$ cat config.mk
export PLATFORM = sky130hd
export DESIGN_NAME = preemptive_priority_scheduler_core
export DESIGN_NICKNAME = d
export VERILOG_FILES = /design/src/sv/pps_pkg.sv /design/src/sv/preemptive_priority_scheduler_core.sv
export SDC_FILE = /design/constraint.sdc
export NUM_CORES = 1
export LEC_CHECK = 0
export BUFFER_PORTS_ARGS = -buffer_cell sky130_fd_sc_hd__clkbuf_2
export CAP_MARGIN = 5
export CELL_PAD_IN_SITES_DETAIL_PLACEMENT = 1
export CELL_PAD_IN_SITES_GLOBAL_PLACEMENT = 1
export CORE_ASPECT_RATIO = 0.75
export CORE_MARGIN = 10
export CORE_UTILIZATION = 53
export CTS_CLUSTER_DIAMETER = 100
export CTS_CLUSTER_SIZE = 16
export DETAILED_ROUTE_END_ITERATION = 7
export HOLD_SLACK_MARGIN = 0.08
export PLACE_DENSITY_LB_ADDON = 0.3
export SLEW_MARGIN = 20
export SYNTH_ARGS = -nofsm -noshare
export SYNTH_HDL_FRONTEND = slang
export SYNTH_SLANG_ARGS = --single-unit
export TNS_END_PERCENT = 5
$ cat constraint.sdc
create_clock -name clk -period 17.1 [get_ports clk]
set_input_delay 3.42 -clock clk [delete_from_list [all_inputs] [get_ports clk]]
set_output_delay 3.42 -clock clk [all_outputs]
set_load 0.01 [all_outputs]
$ cat src/sv/pps_pkg.sv
// Package for the preemptive priority scheduler: item types, entry layout, FSM states.
`default_nettype none
package pps_pkg;

  localparam int MAX_PROCS_DEF = 16;

  // Command codes carried in the cmd field
  localparam logic CMD_LOAD = 1'b0;
  localparam logic CMD_TICK = 1'b1;

  typedef struct packed {
    logic        cmd;
    logic [3:0]  slot;
    logic [15:0] ready_at;
    logic [15:0] burst_length;
    logic [7:0]  prio_level;
  } in_t;

  typedef struct packed {
    logic [3:0]  chosen_slot;
    logic        idle;
    logic        completed;
    logic [15:0] wait_ticks;
    logic [15:0] now_tick;
  } out_t;

  // One row of the process table memory
  typedef struct packed {
    logic [15:0] arrival;
    logic [15:0] burst;
    logic [15:0] remaining;
    logic [7:0]  prio;
  } entry_t;

  typedef enum logic [1:0] {
    ST_IDLE,
    ST_SCAN,
    ST_DRAIN,
    ST_UPD
  } state_t;

endpackage
`default_nettype wire

$ cat src/sv/preemptive_priority_scheduler_core.sv
// Top level of the preemptive priority scheduler: process table memory, scan and update.
// Load item: written in the accept cycle, busy stays low, one load per cycle while idle.
// Tick item: slots are read from the table memory one per cycle in the scan state, with
// n = min(count, MAX_PROCS); drain and update states follow and the result strobe is
// registered from update (no scan when n is 0); the next item may be accepted as it shows.
// Reset clears the FSM, finished flags, time counter and sets process_count to 1;
// table rows hold nothing defined until a load writes them.
`default_nettype none
module preemptive_priority_scheduler_core #(
  parameter int MAX_PROCS = pps_pkg::MAX_PROCS_DEF
) (
  input  wire logic         clk,
  input  wire logic         rst,
  input  wire logic         start,
  output logic              busy,
  input  wire pps_pkg::in_t item,
  output pps_pkg::out_t     result,
  output logic              result_valid,
  input  wire logic         cfg_valid,
  output logic              cfg_ready,
  input  wire logic [4:0]   cfg_data
);
  import pps_pkg::*;

  localparam int IW = (MAX_PROCS > 1) ? $clog2(MAX_PROCS) : 1;
  localparam int CW = $clog2(MAX_PROCS + 1);

  state_t state, state_next;

  logic [4:0]           process_count;
  logic [15:0]          tick;
  logic [MAX_PROCS-1:0] fin;

  entry_t mem [MAX_PROCS];
  entry_t rd_data;

  logic [IW-1:0] cnt;
  logic          ev_vld;
  logic [IW-1:0] ev_idx;

  logic          found;
  logic [IW-1:0] best_idx;
  entry_t        best;

  logic          accept, load_acc, tick_acc, load_ok;
  logic          issue, upd;
  logic [CW-1:0] n_eff;
  logic          last_issue;
  logic          take;
  logic          wr_en;
  logic [IW-1:0] wr_addr;
  entry_t        wr_data;
  logic [15:0]   rem_new, now_new;
  logic          done_now;

  assign cfg_ready = 1'b1;

  assign accept   = start && !busy;
  assign load_acc = accept && (item.cmd == CMD_LOAD);
  assign tick_acc = accept && (item.cmd == CMD_TICK);
  assign load_ok  = {28'd0, item.slot} < 32'(MAX_PROCS);

  // Saturate the slot count to the table depth
  always_comb begin
    if (32'(process_count) > 32'(MAX_PROCS)) begin
      n_eff = CW'(MAX_PROCS);
    end else begin
      n_eff = CW'(process_count);
    end
  end

  assign last_issue = (CW'(cnt) + CW'(1)) == n_eff;

  // Next state
  always_comb begin
    state_next = state;
    unique case (state)
      ST_IDLE: begin
        if (tick_acc) begin
          state_next = (n_eff == '0) ? ST_UPD : ST_SCAN;
        end
      end
      ST_SCAN: begin
        if (last_issue) begin
          state_next = ST_DRAIN;
        end
      end
      ST_DRAIN: state_next = ST_UPD;
      ST_UPD:   state_next = ST_IDLE;
      default:  state_next = ST_IDLE;
    endcase
  end

  // FSM outputs
  always_comb begin
    busy  = 1'b1;
    issue = 1'b0;
    upd   = 1'b0;
    unique case (state)
      ST_IDLE:  busy  = 1'b0;
      ST_SCAN:  issue = 1'b1;
      ST_DRAIN: ;
      ST_UPD:   upd   = 1'b1;
      default:  busy  = 1'b1;
    endcase
  end

  always_ff @(posedge clk) begin
    if (rst) begin
      state <= ST_IDLE;
    end else begin
      state <= state_next;
    end
  end

  // Compare the entry read last cycle against the running best
  assign take = ev_vld && !fin[ev_idx] && (rd_data.arrival <= tick) &&
                (!found || (rd_data.prio > best.prio) ||
                 ((rd_data.prio == best.prio) && (rd_data.arrival < best.arrival)));

  assign rem_new  = (best.remaining != 16'd0) ? best.remaining - 16'd1 : 16'd0;
  assign now_new  = tick + 16'd1;
  assign done_now = found && (rem_new == 16'd0);

  // Single write port: loads in idle, remaining write-back in update
  always_comb begin
    wr_en   = 1'b0;
    wr_addr = IW'(item.slot);
    wr_data = '{arrival:   item.ready_at,
                burst:     item.burst_length,
                remaining: item.burst_length,
                prio:      item.prio_level};
    if (upd) begin
      wr_en   = found;
      wr_addr = best_idx;
      wr_data = '{arrival: best.arrival, burst: best.burst,
                  remaining: rem_new, prio: best.prio};
    end else if (load_acc && load_ok) begin
      wr_en = 1'b1;
    end
  end

  always_ff @(posedge clk) begin
    if (wr_en) begin
      mem[wr_addr] <= wr_data;
    end
    rd_data <= mem[cnt];
  end

  always_ff @(posedge clk) begin
    if (rst) begin
      process_count <= 5'd1;
      tick          <= '0;
      fin           <= '0;
      cnt           <= '0;
      ev_vld        <= 1'b0;
      found         <= 1'b0;
      result_valid  <= 1'b0;
    end else begin
      if (cfg_valid && cfg_ready) begin
        process_count <= cfg_data;
      end
      ev_vld       <= issue;
      result_valid <= upd;
      if (issue) begin
        cnt <= cnt + IW'(1);
      end
      if (tick_acc) begin
        cnt   <= '0;
        found <= 1'b0;
      end
      if (take) begin
        found <= 1'b1;
      end
      if (load_acc && load_ok) begin
        fin[IW'(item.slot)] <= (item.burst_length == 16'd0);
      end
      if (upd) begin
        tick <= now_new;
        if (done_now) begin
          fin[best_idx] <= 1'b1;
        end
      end
    end
  end

  // Payload registers
  always_ff @(posedge clk) begin
    ev_idx <= cnt;
    if (take) begin
      best_idx <= ev_idx;
      best     <= rd_data;
    end
    if (upd) begin
      result.chosen_slot <= found ? 4'(best_idx) : 4'd0;
      result.idle        <= !found;
      result.completed   <= done_now;
      result.wait_ticks  <= done_now ? (now_new - best.arrival - best.burst) : 16'd0;
      result.now_tick    <= now_new;
    end
  end

  a_strobe_from_update: assert property (@(posedge clk) disable iff (rst)
    result_valid |-> $past(state) == ST_UPD)
    else $error("result strobe without an update cycle");

  a_idle_clean: assert property (@(posedge clk) disable iff (rst)
    (result_valid && result.idle) |->
      (!result.completed && result.wait_ticks == 16'd0 && result.chosen_slot == 4'd0))
    else $error("idle result carries service fields");

  a_now_matches: assert property (@(posedge clk) disable iff (rst)
    result_valid |-> result.now_tick == tick)
    else $error("reported time differs from time counter");

  a_tick_busy: assert property (@(posedge clk) disable iff (rst)
    tick_acc |=> busy)
    else $error("tick item accepted but block not busy");

  a_load_free: assert property (@(posedge clk) disable iff (rst)
    load_acc |=> !busy)
    else $error("load item made the block busy");

endmodule
`default_nettype wire
Yosys cells after proc, flatten, opt, wreduce, memory -nomap -nowiden --
Memory sizes are Yosys's and may differ from the RTL's. A register that Yosys moved wholly into a read port is not among the register bits. Cells that the tools add are included.
Word-level totals: memories 1, RAM bits 896, logic and storage cells 94, input bits 54, register bits after elaboration 148, output and inout bits 41
Operators by class: muxes and demuxes 28, reduce and logical (&&, ||, !) cells 22, $add $sub $neg 6, eq/ne operators 7, order comparisons 9, bitwise logic cells 2
Memories:
- mem | words 16, width 56, read ports 1, clocked after memory_dff 1, write ports 1, line preemptive_priority_scheduler_core.sv:34 | entry_t mem [MAX_PROCS];
Operators by type and width (count):
- 16-bit 2-to-1 mux | 5
- 56-bit 2-to-1 mux | 1
- 16-bit zero test | 2
- 16-bit subtractor | 2
- 16-bit by 1-bit adder with 16-bit output, second input constant | 1
- 16-bit bitwise mux | 1
- 16-bit <= comparator | 1
- 16-bit < comparator | 1
- 16-bit OR | 1
- 16-bit nonzero test | 1
- 16-bit by 1-bit subtractor with 16-bit output, second input constant | 1
- 4-bit by 5-bit < comparator with 1-bit output, second input constant | 3
- 1-bit 2-to-1 mux | 12
- 1-bit logical AND | 10
- 1-bit demux with 4-bit select | 2
- 8-bit equality test | 1
- 4-bit by 1-bit greater-or-equal comparator with 1-bit output, second input constant | 2
- 8-bit greater-than comparator | 1
- 2-bit case mux with 4 select lines | 1
- 2-bit 2-to-1 mux | 3
- 4-bit by 1-bit adder with 5-bit output, second input constant | 1
- 5-bit equality test | 1
- 5-bit greater-than comparator, second input constant | 1
- 5-bit zero test | 1
- other kinds (14) | 18

Longest topological paths before layout --
Gate-level depths: netlist (run 1).
depth in word-level cells 10, depth in mapped cells 14, gate-level depth less buffers 14

Worst setup path after synthesis (run 1) --
No wires, ideal clock.
path type input to register, start point in item[44] in the netlist's numbering, end point mem mem[4][0] in the netlist's numbering (enable), arrival 6.802 ns, cell stages on the path 6, path buffers 1, required time 16.630 ns, slack 9.828 ns, cell sequence and3b_1 -> or3b_2 -> clkbuf_1 -> nor2_1 -> a31oi_1 -> nor2_1
On the way: cells in the longest elaborated chain, start to end 6
Ends and longest elaborated chain:
- start, declared | line preemptive_priority_scheduler_core.sv:16 | input wire pps_pkg::in_t item,
- 1-bit NOT | line preemptive_priority_scheduler_core.sv:59 | assign load_acc = accept && (item.cmd == CMD_LOAD);
- 1-bit logical AND | line preemptive_priority_scheduler_core.sv:59
- 1-bit 2-to-1 mux | line preemptive_priority_scheduler_core.sv:138 | end else if (load_acc && load_ok) begin
- 1-bit 2-to-1 mux | line preemptive_priority_scheduler_core.sv:133 | if (upd) begin
- 1-bit 2-to-1 mux | line preemptive_priority_scheduler_core.sv:144 | if (wr_en) begin
- 1-bit 2-to-1 mux (implied by the code) | line preemptive_priority_scheduler_core.sv:145 | mem[wr_addr] <= wr_data;
- end, declared | line preemptive_priority_scheduler_core.sv:34
No other way between the ends.

Worst setup path in the final report (run 1) --
start point in item[44] in the netlist's numbering, end point mem mem[12][43] in the netlist's numbering (enable)
Same word-level chain as after synthesis.

==> metrics.md, run 1 <==
| Metric | Value |
|---|---|
| Status | `finished clean` |
| Die Span X | `~350 um` |
| Yosys warnings | `0` |
| Critical Path AT | `around 6200 ps` |
| Sequential share of the synthesized area | `73.1%` |
| Setup TNS | `0 ps` |
| Synth async-reset ratio | `0%` |
| WS Path Type | `in2reg` |
| Startpoint types | `input port` |
| Top-area cell type share of the netlist area | `68.2%` |
| DRC viols | `0` |
| Leakage power | `between 0.015 and 0.02 uW` |
| Measured slew at the worst slew-check pin | `~1100 ps` |
| Fin crit share | `approximately 35%` |
| Initial antenna violation count | `1` |
| Final Setup Violations | `0` |
| #FFs+latches synth | `1100` |
| HP Class | `reg2reg` |
| Area growth from synthesis to layout | `9.80%` |
| Top cells by area, synth | `edfxtp_1 (68%), mux4_2 (15%), dfxtp_1 (4.9%), ha_1 (1.8%), xnor2_1 (1.0%)` |
| Mapped Nets | `2321` |
| Reg clk slew, reported paths | `approximately 70 ps` |
| Clk Latency, worst-skew pair | `approximately 650 ps` |
| Final net count | `about 2400` |
| Yosys cell types | `70` |
| Clk buf depth | `3` |
| Number of flops mapped to enable cells by yosys | `just under 1000` |
| Setup Fix Bufs, Post-CTS | `0` |
| Initial DRC count | `between 2000 and 2500` |
| Max stage delay on crit path | `between 700 and 800 ps` |
| Pwr Density | `between 100 and 150 mW/mm^2` |
| IO buf count | `slightly above 90` |
| Unrepaired setup endpoints after global routing | `false` |
| Leading cell types in the layout, fill and taps excluded | `edfxtp_1 (994), mux4_2 (284), dfxtp_1 (102)` |
| Total global routing overflow | `0` |
| Final ANT Viol Nets | `0` |
| HPWL Detailed | `between 60000 and 70000 um` |
| CTS tree | `yes` |
| Fin area | `between 0.04 and 0.05 sq mm` |
| Max H-tree Level | `3` |
| Most common cell after layout, fill and taps aside | `edfxtp_1` |
| Hold Vio Cnt, Final | `0` |
| Routed WL per cell | `31.2 um` |
| First-pass GRT wire length | `159000 um` |
| WL final | `107000 um` |
| Worst EP required | `between 15000 and 20000 ps` |
| Worst VDD drop | `just over 0.1 mV` |
| Die H | `around 270 um` |
| Gr usage total | `roughly 23%` |
| Setup Skew | `22.4 ps` |
| Cts bufs inserted | `78` |
| Root buf cell | `clkbuf_16` |
| Top Ports | `95` |
| Post-synthesis area per instance | `roughly 20 sq um` |
| Final Critical Period | `5910 ps` |
| Post-Synthesis Cell Area | `between 0.04 and 0.05 sq mm` |
| CTS resizes | `0` |
| ANT cells | `0` |
| Critical Path End Type | `flop` |
| DR vias/cell | `~6.3` |
| Largest net degree at the start of global routing | `between 100 and 150` |
| Top FF cell, synth | `edfxtp_1` |
| TritonCTS Sinks | `1100` |
| First drt pass iteration count | `6` |
| Relative slew slack | `between 20% and 30%` |
| Placed Instance Area | `~0.046 sq mm` |
| Share of cells above drive strength 1 | `about a quarter` |
| GP Congestion | `about 0.82` |
| Max cap viols | `0` |
| Synth Instances | `2189` |
| Worst-path cell chain | `clkbuf_2 > and3b_1 > or3b_2 > nor2_1 > a31oi_1 > nor2_4 > buf_4` |
| Max Slew Vio Count | `0` |
| Layout Cells excl Fill | `around 3400` |
| Fmax | `roughly 0.17 GHz` |
| Core Region | `approximately 0.08 sq mm` |
| Hold buffer count at CTS | `0` |
| Synth area leader | `edfxtp_1` |
| Cells after DPL | `approximately 3300` |
| Die ar. | `approximately 0.095 sq mm` |
| Initial Util | `approximately 53%` |
| Row count | `91` |
| Vias | `about 22000` |
| Slowest CP cell | `buf_4` |
| Crit path max fanout | `39` |
| Layout Utilization | `between 50% and 60%` |
| Vias in the first global route | `roughly 23000` |
-- sequential cells by signal (all words and copies together) (netlist names) --
name           count
mem              896
best              56
rd_data           56
result            38
fin               16
tick              16
process_count      5
best_idx           4
cnt                4
ev_idx             4
state              2
ev_vld             1
found              1
result_valid       1
-- power by group --
group          total [uW]  switching (uW)  internal, uW
clock                1810             889           918
sequential           3210            71.6          3140
combinational        1040             583           456
-- path summary, 6_finish.rpt --
path	slack [ps]	depth (start not counted)	end	from
min	410	0	best[35]$_DFFE_PP_	rd_data[35]$_DFF_P_
max	11190	7	mem[12][43]$_DFFE_PP_	item[44]
max reg2reg	12310	6	mem[15][43]$_DFFE_PP_	state[0]$_SDFFE_PP0P_
min reg2reg	410	0	best[35]$_DFFE_PP_	rd_data[35]$_DFF_P_
-- metrics by stage --
step	hold slack, ps	setup WS, ps	power, uW
3_5_place_dp	390	10310	4320
6_report	407	11190	6060
4_1_cts	397	11020	6100
5_1_grt	416	11070	6300
3_3_place_gp	386	10500	4250
2_1_floorplan	329	9830	3980
-- critical path, delay by kind of cell --
family | cells | cell delay (ps)
AND/OR/NAND/NOR | 4 | 1670
buffers and inverters | 2 | 840
AO/OA/AOI/OAI | 1 | 180
-- Yosys cell counts (21+ instances only) --
cell,n
a21oi_1,30
inv_1,82
mux2_2,38
buf_1,28
nor2_1,82
xnor2_1,50
clkbuf_1,60
ha_1,63
o21ai_0,30
dfxtp_1,106
mux4_2,284
nand2_1,61
edfxtp_1,994
nand4_1,21
-- cells by family after synthesis --
group	count (synthesis)	share of synthesized area, %
AOI/OAI and AO/OA	145	2.28
xor gates and xnor gates	58	1.16
adders and majority gates	78	2.49
buffers and inverters	176	1.54
DFF	1100	73.1
muxes	337	15.9
other	1	0.00857
and+or+nand+nor	294	3.49
-- layout make-up --
cell class,instances,area [sq um]
Fill cell,7010,33900
Sequential cell,1100,32000
Multi-Input combinational cell,913,11300
Clock buffer,141,2270
Tap cell,1069,1340
Timing Repair Buffer,134,810
Inverter,82,308
Clock inverter,4,63.8
-- routing by layer --
metal	track usage (%)	vias to the layer above	wire [um]
met3	4.00	142	7690
met4	5.85	2	2540
met5	0	-	29
met2	37.1	908	52200
li1	-	9112	-
met1	32.5	11600	44700
No activity file was read; power rests on OpenSTA's default activity.
==> inputs of run 2 (changes only) <==
ABC_AREA = 1   (was not set)
CORE_UTILIZATION = 52   (was 53)
clock period = 5.6 ns   (was 17.1 ns; I/O delays follow)
==> metrics.md, run 2 <==
| Metric | Value |
|---|---|
| Synth cell count leaders | `edfxtp_1 (994), nor2_1 (606), o21ai_0 (349)` |
| Cts bufs inserted | `78` |
| Top reg by flops | `mem` |
| Measured slew at the worst slew-check pin | `about 1200 ps` |
| CTS tree | `yes` |
| Top FF cell, synth | `edfxtp_1` |
| WP buf/inv | `3` |
| Hold Vio Cnt, Final | `0` |
| GP Congestion | `between 0.8 and 0.9` |
| CP delay by family, top | `simple AND/OR/NAND/NOR gates` |
| HP Class | `reg2reg` |
| Count leader, synth | `edfxtp_1` |
| Post-synthesis area per instance | `12.8 sq um` |
| Critical Path AT | `between 4000 and 5000 ps` |
| Area growth from synthesis to layout | `9.38%` |
| DR vias/cell | `between 6 and 7` |
| IO buf count | `between 90 and 100` |
| TritonCTS Sinks | `1100` |
| Fmax | `~0.24 GHz` |
| Vias | `29600` |
| Initial DRC count | `between 3000 and 4000` |
| Row count | `between 90 and 100` |
| Fin crit share | `74.0%` |
| Leading cell types in the layout, fill and taps excluded | `edfxtp_1 (994), nor2_1 (593), o21ai_0 (340)` |
| Root buf cell | `clkbuf_16` |
| WL final | `~130000 um` |
| Worst-path cell chain | `ha_2 > inv_4 > nor2_1 > a21oi_1 > inv_1 > nand3_1 > nor2_4 > buf_4` |
| Clk buf depth | `3` |
| Fin area | `around 0.05 sq mm` |
| Worst hold margin | `just under 400 ps` |
| Crit path max fanout | `63` |
| FF-to-FF setup slack | `1450 ps` |
| ANT cells | `0` |
| Yosys cell types | `49` |
| Status | `finished clean` |
| Hold buffer count at CTS | `0` |
| Final net count | `3716` |
| Setup Skew | `approximately 37 ps` |
| Fillers | `8526` |
| Final Critical Period | `4150 ps` |
| Reg clk slew, reported paths | `approximately 70 ps` |
| Unrepaired setup endpoints after global routing | `false` |
| Flip-flop and latch area | `approximately 0.032 sq mm` |
| Slowest CP cell | `nor2_4` |
| Biggest registers after layout | `mem (896), best (56), rd_data (56)` |
| Area occupied by multi-input gates | `about 0.012 sq mm` |
| Setup Fix Bufs, Post-CTS | `0` |
| DRC viols | `0` |
| First-pass GRT wire length | `196000 um` |
| Top cells by area, synth | `edfxtp_1 (66%), nor2_1 (5.1%), dfxtp_1 (4.7%), o21ai_0 (3.9%), nand2_1 (2.7%)` |
| Synth area leader | `edfxtp_1` |
| Max H-tree Level | `3` |
| Gr usage total | `between 20 and 30%` |
| Max cap viols | `0` |
| Core Region | `between 0.08 and 0.09 sq mm` |
| Max stage delay on crit path | `840 ps` |
| Routed WL per cell | `27.3 um` |
| Number of flip-flops in the largest register | `between 800 and 900` |
| Clk Latency, worst-skew pair | `approximately 680 ps` |
| Yosys warnings | `0` |
| Most common cell after layout, fill and taps aside | `edfxtp_1` |
| Vias in the first global route | `31100` |
| Worst VDD drop | `approximately 0.33 mV` |
| Pwr Density | `between 300 and 400 mW/mm^2` |
| #FFs+latches synth | `1100` |
| Final ANT Viol Nets | `0` |
| Relative slew slack | `approximately 22%` |
| Mapped Nets | `3658` |
| Number of flops mapped to enable cells by yosys | `between 900 and 1000` |
| Synth async-reset ratio | `0%` |
| Total global routing overflow | `0` |
| HPWL Detailed | `roughly 77000 um` |
| Initial antenna violation count | `0` |
| Placed Instance Area | `0.0469 sq mm` |
| CTS resizes | `0` |
| Top Ports | `95` |
| Startpoint types | `flop` |
| Die Span X | `360 um` |
| Final Setup Violations | `0` |
| Initial Util | `52.4%` |
| Die ar. | `~0.099 sq mm` |
| Largest net degree at the start of global routing | `a little over 200` |
| Max Slew Vio Count | `0` |
| Die H | `around 270 um` |
| WS Path Type | `reg2reg` |
| First drt pass iteration count | `6` |
| Worst EP required | `5900 ps` |
| Post-Synthesis Cell Area | `approximately 0.045 sq mm` |
| Sequential share of the synthesized area | `71.1%` |
| Synth Instances | `between 3000 and 4000` |
| Share of cells above drive strength 1 | `9.34%` |
| Top-area cell type share of the netlist area | `between 60% and 70%` |
| Leakage power | `0.0165 uW` |
| Critical Path End Type | `flop` |
-- run 2: changes by cell type after synthesis, moves of 79 or more --
| cell | previous run | this run |
|---|---|---|
| nand2_1 | 61 | 321 |
| o21ai_0 | 30 | 349 |
| nand3_1 | 17 | 155 |
| o32ai_1 | 0 | 135 |
| o221ai_1 | 0 | 89 |
| nor2_1 | 82 | 606 |
| mux4_2 | 284 | 0 |
| inv_1 | 82 | 172 |
| clkbuf_1 | 60 | 139 |
-- run 2: worst register-to-register path, delay by kind of cell, from the launching register on --
family / cells / cell delay (ps)
AO/OA/AOI/OAI: 1 / 110
adder cells (fa/ha/maj): 1 / 640
buffers and inverters: 3 / 1120
flip-flops: 1 / 400
AND/OR/NAND/NOR: 3 / 1480
-- run 2: worst paths after layout --
| check | startpoint | to | depth (start not counted) |
|---|---|---|---|
| max | state[1]$_SDFFE_PP0P_ | mem[1][28]$_DFFE_PP_ | 8 |
| max reg2reg | state[1]$_SDFFE_PP0P_ | mem[1][28]$_DFFE_PP_ | 8 |
| min reg2reg | cnt[3]$_SDFFE_PP0P_ | ev_idx[3]$_DFF_P_ | 0 |
| min | cnt[3]$_SDFFE_PP0P_ | ev_idx[3]$_DFF_P_ | 0 |
-- run 2: logic make-up after synthesis --
group           after synthesis  synth area share (%)
fa+ha+maj                    78                  2.42
xor+xnor                     31                 0.603
buf+inv                     371                  3.26
mux                          89                  1.98
compound gates              698                  9.95
simple gates               1158                  10.7
flops                      1100                  71.1
other cells                   1               0.00833
-- run 2: per-stage QoR --
step           power, uW  setup TNS, ps  util [%]  instances  setup slack [ps]
2_1_floorplan      12600        -243920         -       3526             -1090
3_3_place_gp       13800              0      54.7       4644              1760
3_5_place_dp       14100              0      54.7       4644              1540
4_1_cts            19500              0      57.3       4780              1500
5_1_grt            20300              0      57.3       4780              1240
6_report           19500              0      57.3       4780              1450
-- run 2: power breakdown --
part	switching (uW)	total, uW	internal, uW
clock network	2740	5490	2750
registers	369	9930	9560
logic	2830	4050	1220
total	5940	19500	13500
-- run 2: layer usage --
metal	wire, um	global-route usage [%]	vias to the layer above
met5	0	0	-
met4	3840	7.87	0
met3	8750	3.82	207
met2	63600	43.7	1109
met1	54400	35.1	15300
li1	-	-	13000
-- run 2: layout make-up --
cell class              instances  share of cell area [%]
clock inverters                 1                  0.0610
inverters                     174                    1.36
clock buffers                 135                    4.53
multi-input cells            2055                    23.8
well taps                    1140                    2.90
repair buffers                175                    2.40
flip-flops and latches       1100                    65.0
==> inputs of run 3 (changes only) <==
ABC_AREA = 0   (was 1)
CORE_UTILIZATION = 50   (was 52)
clock period = 3.45 ns   (was 5.6 ns; I/O delays follow)
==> metrics.md, run 3 (synthesis gave the netlist of run 1 again) <==
| Metric | Value |
|---|---|
| Status | `finished clean` |
| Final net count | `2541` |
| GR peak layer | `met2` |
| Layout Utilization | `between 50 and 60%` |
| Startpoint types | `flop` |
| Clk buf depth | `3` |
| Vias | `roughly 22000` |
| Total global routing overflow | `0` |
| Fin area | `just under 0.05 sq mm` |
| Final Setup Violations | `0` |
| GP Congestion | `approximately 0.86` |
| Worst hold margin | `277 ps` |
| Max cap viols | `0` |
| Fmax | `0.300 GHz` |
| RR Startpoint | `tick[1]$_SDFFE_PP0P_` |
| Leakage power | `around 0.016 uW` |
| Final Critical Period | `between 3000 and 4000 ps` |
| Critical Path End Type | `flop` |
| Reg clk slew, reported paths | `around 80 ps` |
| Initial antenna violation count | `1` |
| HPWL Detailed | `approximately 70000 um` |
| FF-to-FF setup slack | `about 110 ps` |
| Setup Skew | `between 20 and 30 ps` |
| Cells after DPL | `roughly 3500` |
| Initial DRC count | `between 2000 and 2500` |
| Crit path max fanout | `6` |
| Gr usage total | `between 20 and 25%` |
| Placed Instance Area | `roughly 0.047 sq mm` |
| Worst setup path startpoint | `tick[1]$_SDFFE_PP0P_` |
| WS Path Type | `reg2reg` |
| Measured slew at the worst slew-check pin | `about 1100 ps` |
| Critical Path AT | `roughly 3800 ps` |
| First drt pass iteration count | `8` |
| Power Total | `between 30000 and 40000 uW` |
| Largest net degree at the start of global routing | `just over 100` |
| Most common cell after layout, fill and taps aside | `edfxtp_1` |
| Core Region | `0.0863 sq mm` |
| HP Class | `in2reg` |
| Clk Latency, worst-skew pair | `between 600 and 700 ps` |
| Reg2reg end | `result[28]$_SDFFCE_PP0P_` |
| DR vias/cell | `between 6 and 7` |
| Vias in the first global route | `between 20000 and 25000` |
| Die ar. | `between 0.09 and 0.1 sq mm` |
| Fillers | `roughly 7400` |
| Initial Util | `approximately half` |
| Die H | `between 200 and 300 um` |
| IO buf count | `93` |
| Routed WL per cell | `just over 30 um` |
| Worst reg2reg path depth | `12` |
| Biggest registers after layout | `mem (896), best (56), rd_data (56)` |
| Fin crit share | `96.7%` |
| Hold Vio Cnt, Final | `0` |
| Max Slew Vio Count | `0` |
| GR Util met3 | `under 10%` |
| TritonCTS Sinks | `1100` |
| Top reg by flops | `mem` |
| Top Ports | `between 90 and 100` |
| Worst VDD drop | `about 0.52 mV` |
| Row count | `between 90 and 100` |
| Root buf cell | `clkbuf_16` |
| Final ANT Viol Nets | `0` |
| Share of cells above drive strength 1 | `28.9%` |
| Critical path endpoint | `result[28]$_SDFFCE_PP0P_` |
| Worst EP required | `about 3900 ps` |
| Met2 usage | `roughly 37%` |
| Die Span X | `between 300 and 400 um` |
| Number of flip-flops in the largest register | `around 900` |
| DRC viols | `0` |
| Leading cell types in the layout, fill and taps excluded | `edfxtp_1 (994), mux4_2 (284), dfxtp_1 (94)` |
| First-pass GRT wire length | `around 160000 um` |
| CTS tree | `yes` |
| Hold buffer count at CTS | `0` |
| Pwr Density | `606 mW/mm^2` |
| Relative slew slack | `a little over a quarter` |
| Max H-tree Level | `3` |
| Area growth from synthesis to layout | `13.5%` |
| Layout Cells excl Fill | `3609` |
| WL final | `111000 um` |
| Met1 GRT Util | `a little under a third` |
| Cts bufs inserted | `78` |
-- run 3: cell count changes in the layout (fill, tap and decap cells not counted), sizes merged, moves of 89 or more --
cell / previous run / this run
o21ai: 350 / 30
mux4: 0 / 284
nand2: 331 / 61
nand3: 169 / 17
o32ai: 135 / 0
o221ai: 89 / 0
nor2: 621 / 82
-- run 3: worst max-delay path, cell delays in order (launching register included) --
cell       delay, ps
dfxtp_2          370
buf_4            160
nand3_1          130
xnor2_2          260
fa_1             510
ha_4             250
o21a_2           250
a2111oi_4        360
buf_4            180
o31ai_4           90
o31ai_2          280
xnor2_1           90
and2_1           160
-- run 3: final cells by class --
| type | instances | area [sq um] | area share (%) |
|---|---|---|---|
| Antenna cell | 1 | 2.50 | 0.00504 |
| Clock buffer | 134 | 2200 | 4.44 |
| Clock inverter | 5 | 72.6 | 0.146 |
| Inverter | 82 | 310 | 0.625 |
| Multi-Input combinational cell | 913 | 11400 | 23.0 |
| Sequential cell | 1100 | 32000 | 64.4 |
| Tap cell | 1140 | 1430 | 2.87 |
| Timing Repair Buffer | 234 | 2200 | 4.44 |
-- run 3: repair_timing --
action	in CTS	in global routing
setup buffers	0	5
resized for setup	5	31
endpoints found under the setup margin	5	8
gates cloned	0	0
pin swaps	0	9
-- run 3: report_power, final --
group | switching (uW) | internal, uW
combinational | 2870 | 2470
sequential | 374 | 15600
clock | 4370 | 4440
total | 7620 | 22500
-- run 3: worst min path at each step --
| stage | from | to | slack, ps | depth (start not counted) |
|---|---|---|---|---|
| after global placement | rd_data[34]$_DFF_P_ | best[34]$_DFFE_PP_ | 390 | 0 |
| final | cfg_data[0] | process_count[0]$_SDFFE_PP1P_ | 280 | 3 |
| after floorplan | cnt[2]$_SDFFE_PP0P_ | ev_idx[2]$_DFF_P_ | 330 | 0 |
| after global routing | cfg_data[0] | process_count[0]$_SDFFE_PP1P_ | 280 | 3 |
| after detailed placement | rd_data[29]$_DFF_P_ | best[29]$_DFFE_PP_ | 390 | 0 |
| after CTS | cfg_data[0] | process_count[0]$_SDFFE_PP1P_ | 240 | 3 |
-- run 3: per-stage QoR --
stage               TNS (ps)  setup WS [ps]
floorplan            -294340           -585
global placement        -318          -81.9
detailed placement      -289          -79.2
CTS                    -36.8          -25.5
global route           -57.4          -33.2
finish                     0            114
-- run 3: metal layers --
layer	wire, um	vias up	share of wire, %
met5	0	-	0
met4	2570	0	2.3
met3	7610	153	6.9
met2	55000	878	50
met1	45500	12000	41
li1	-	9332	-
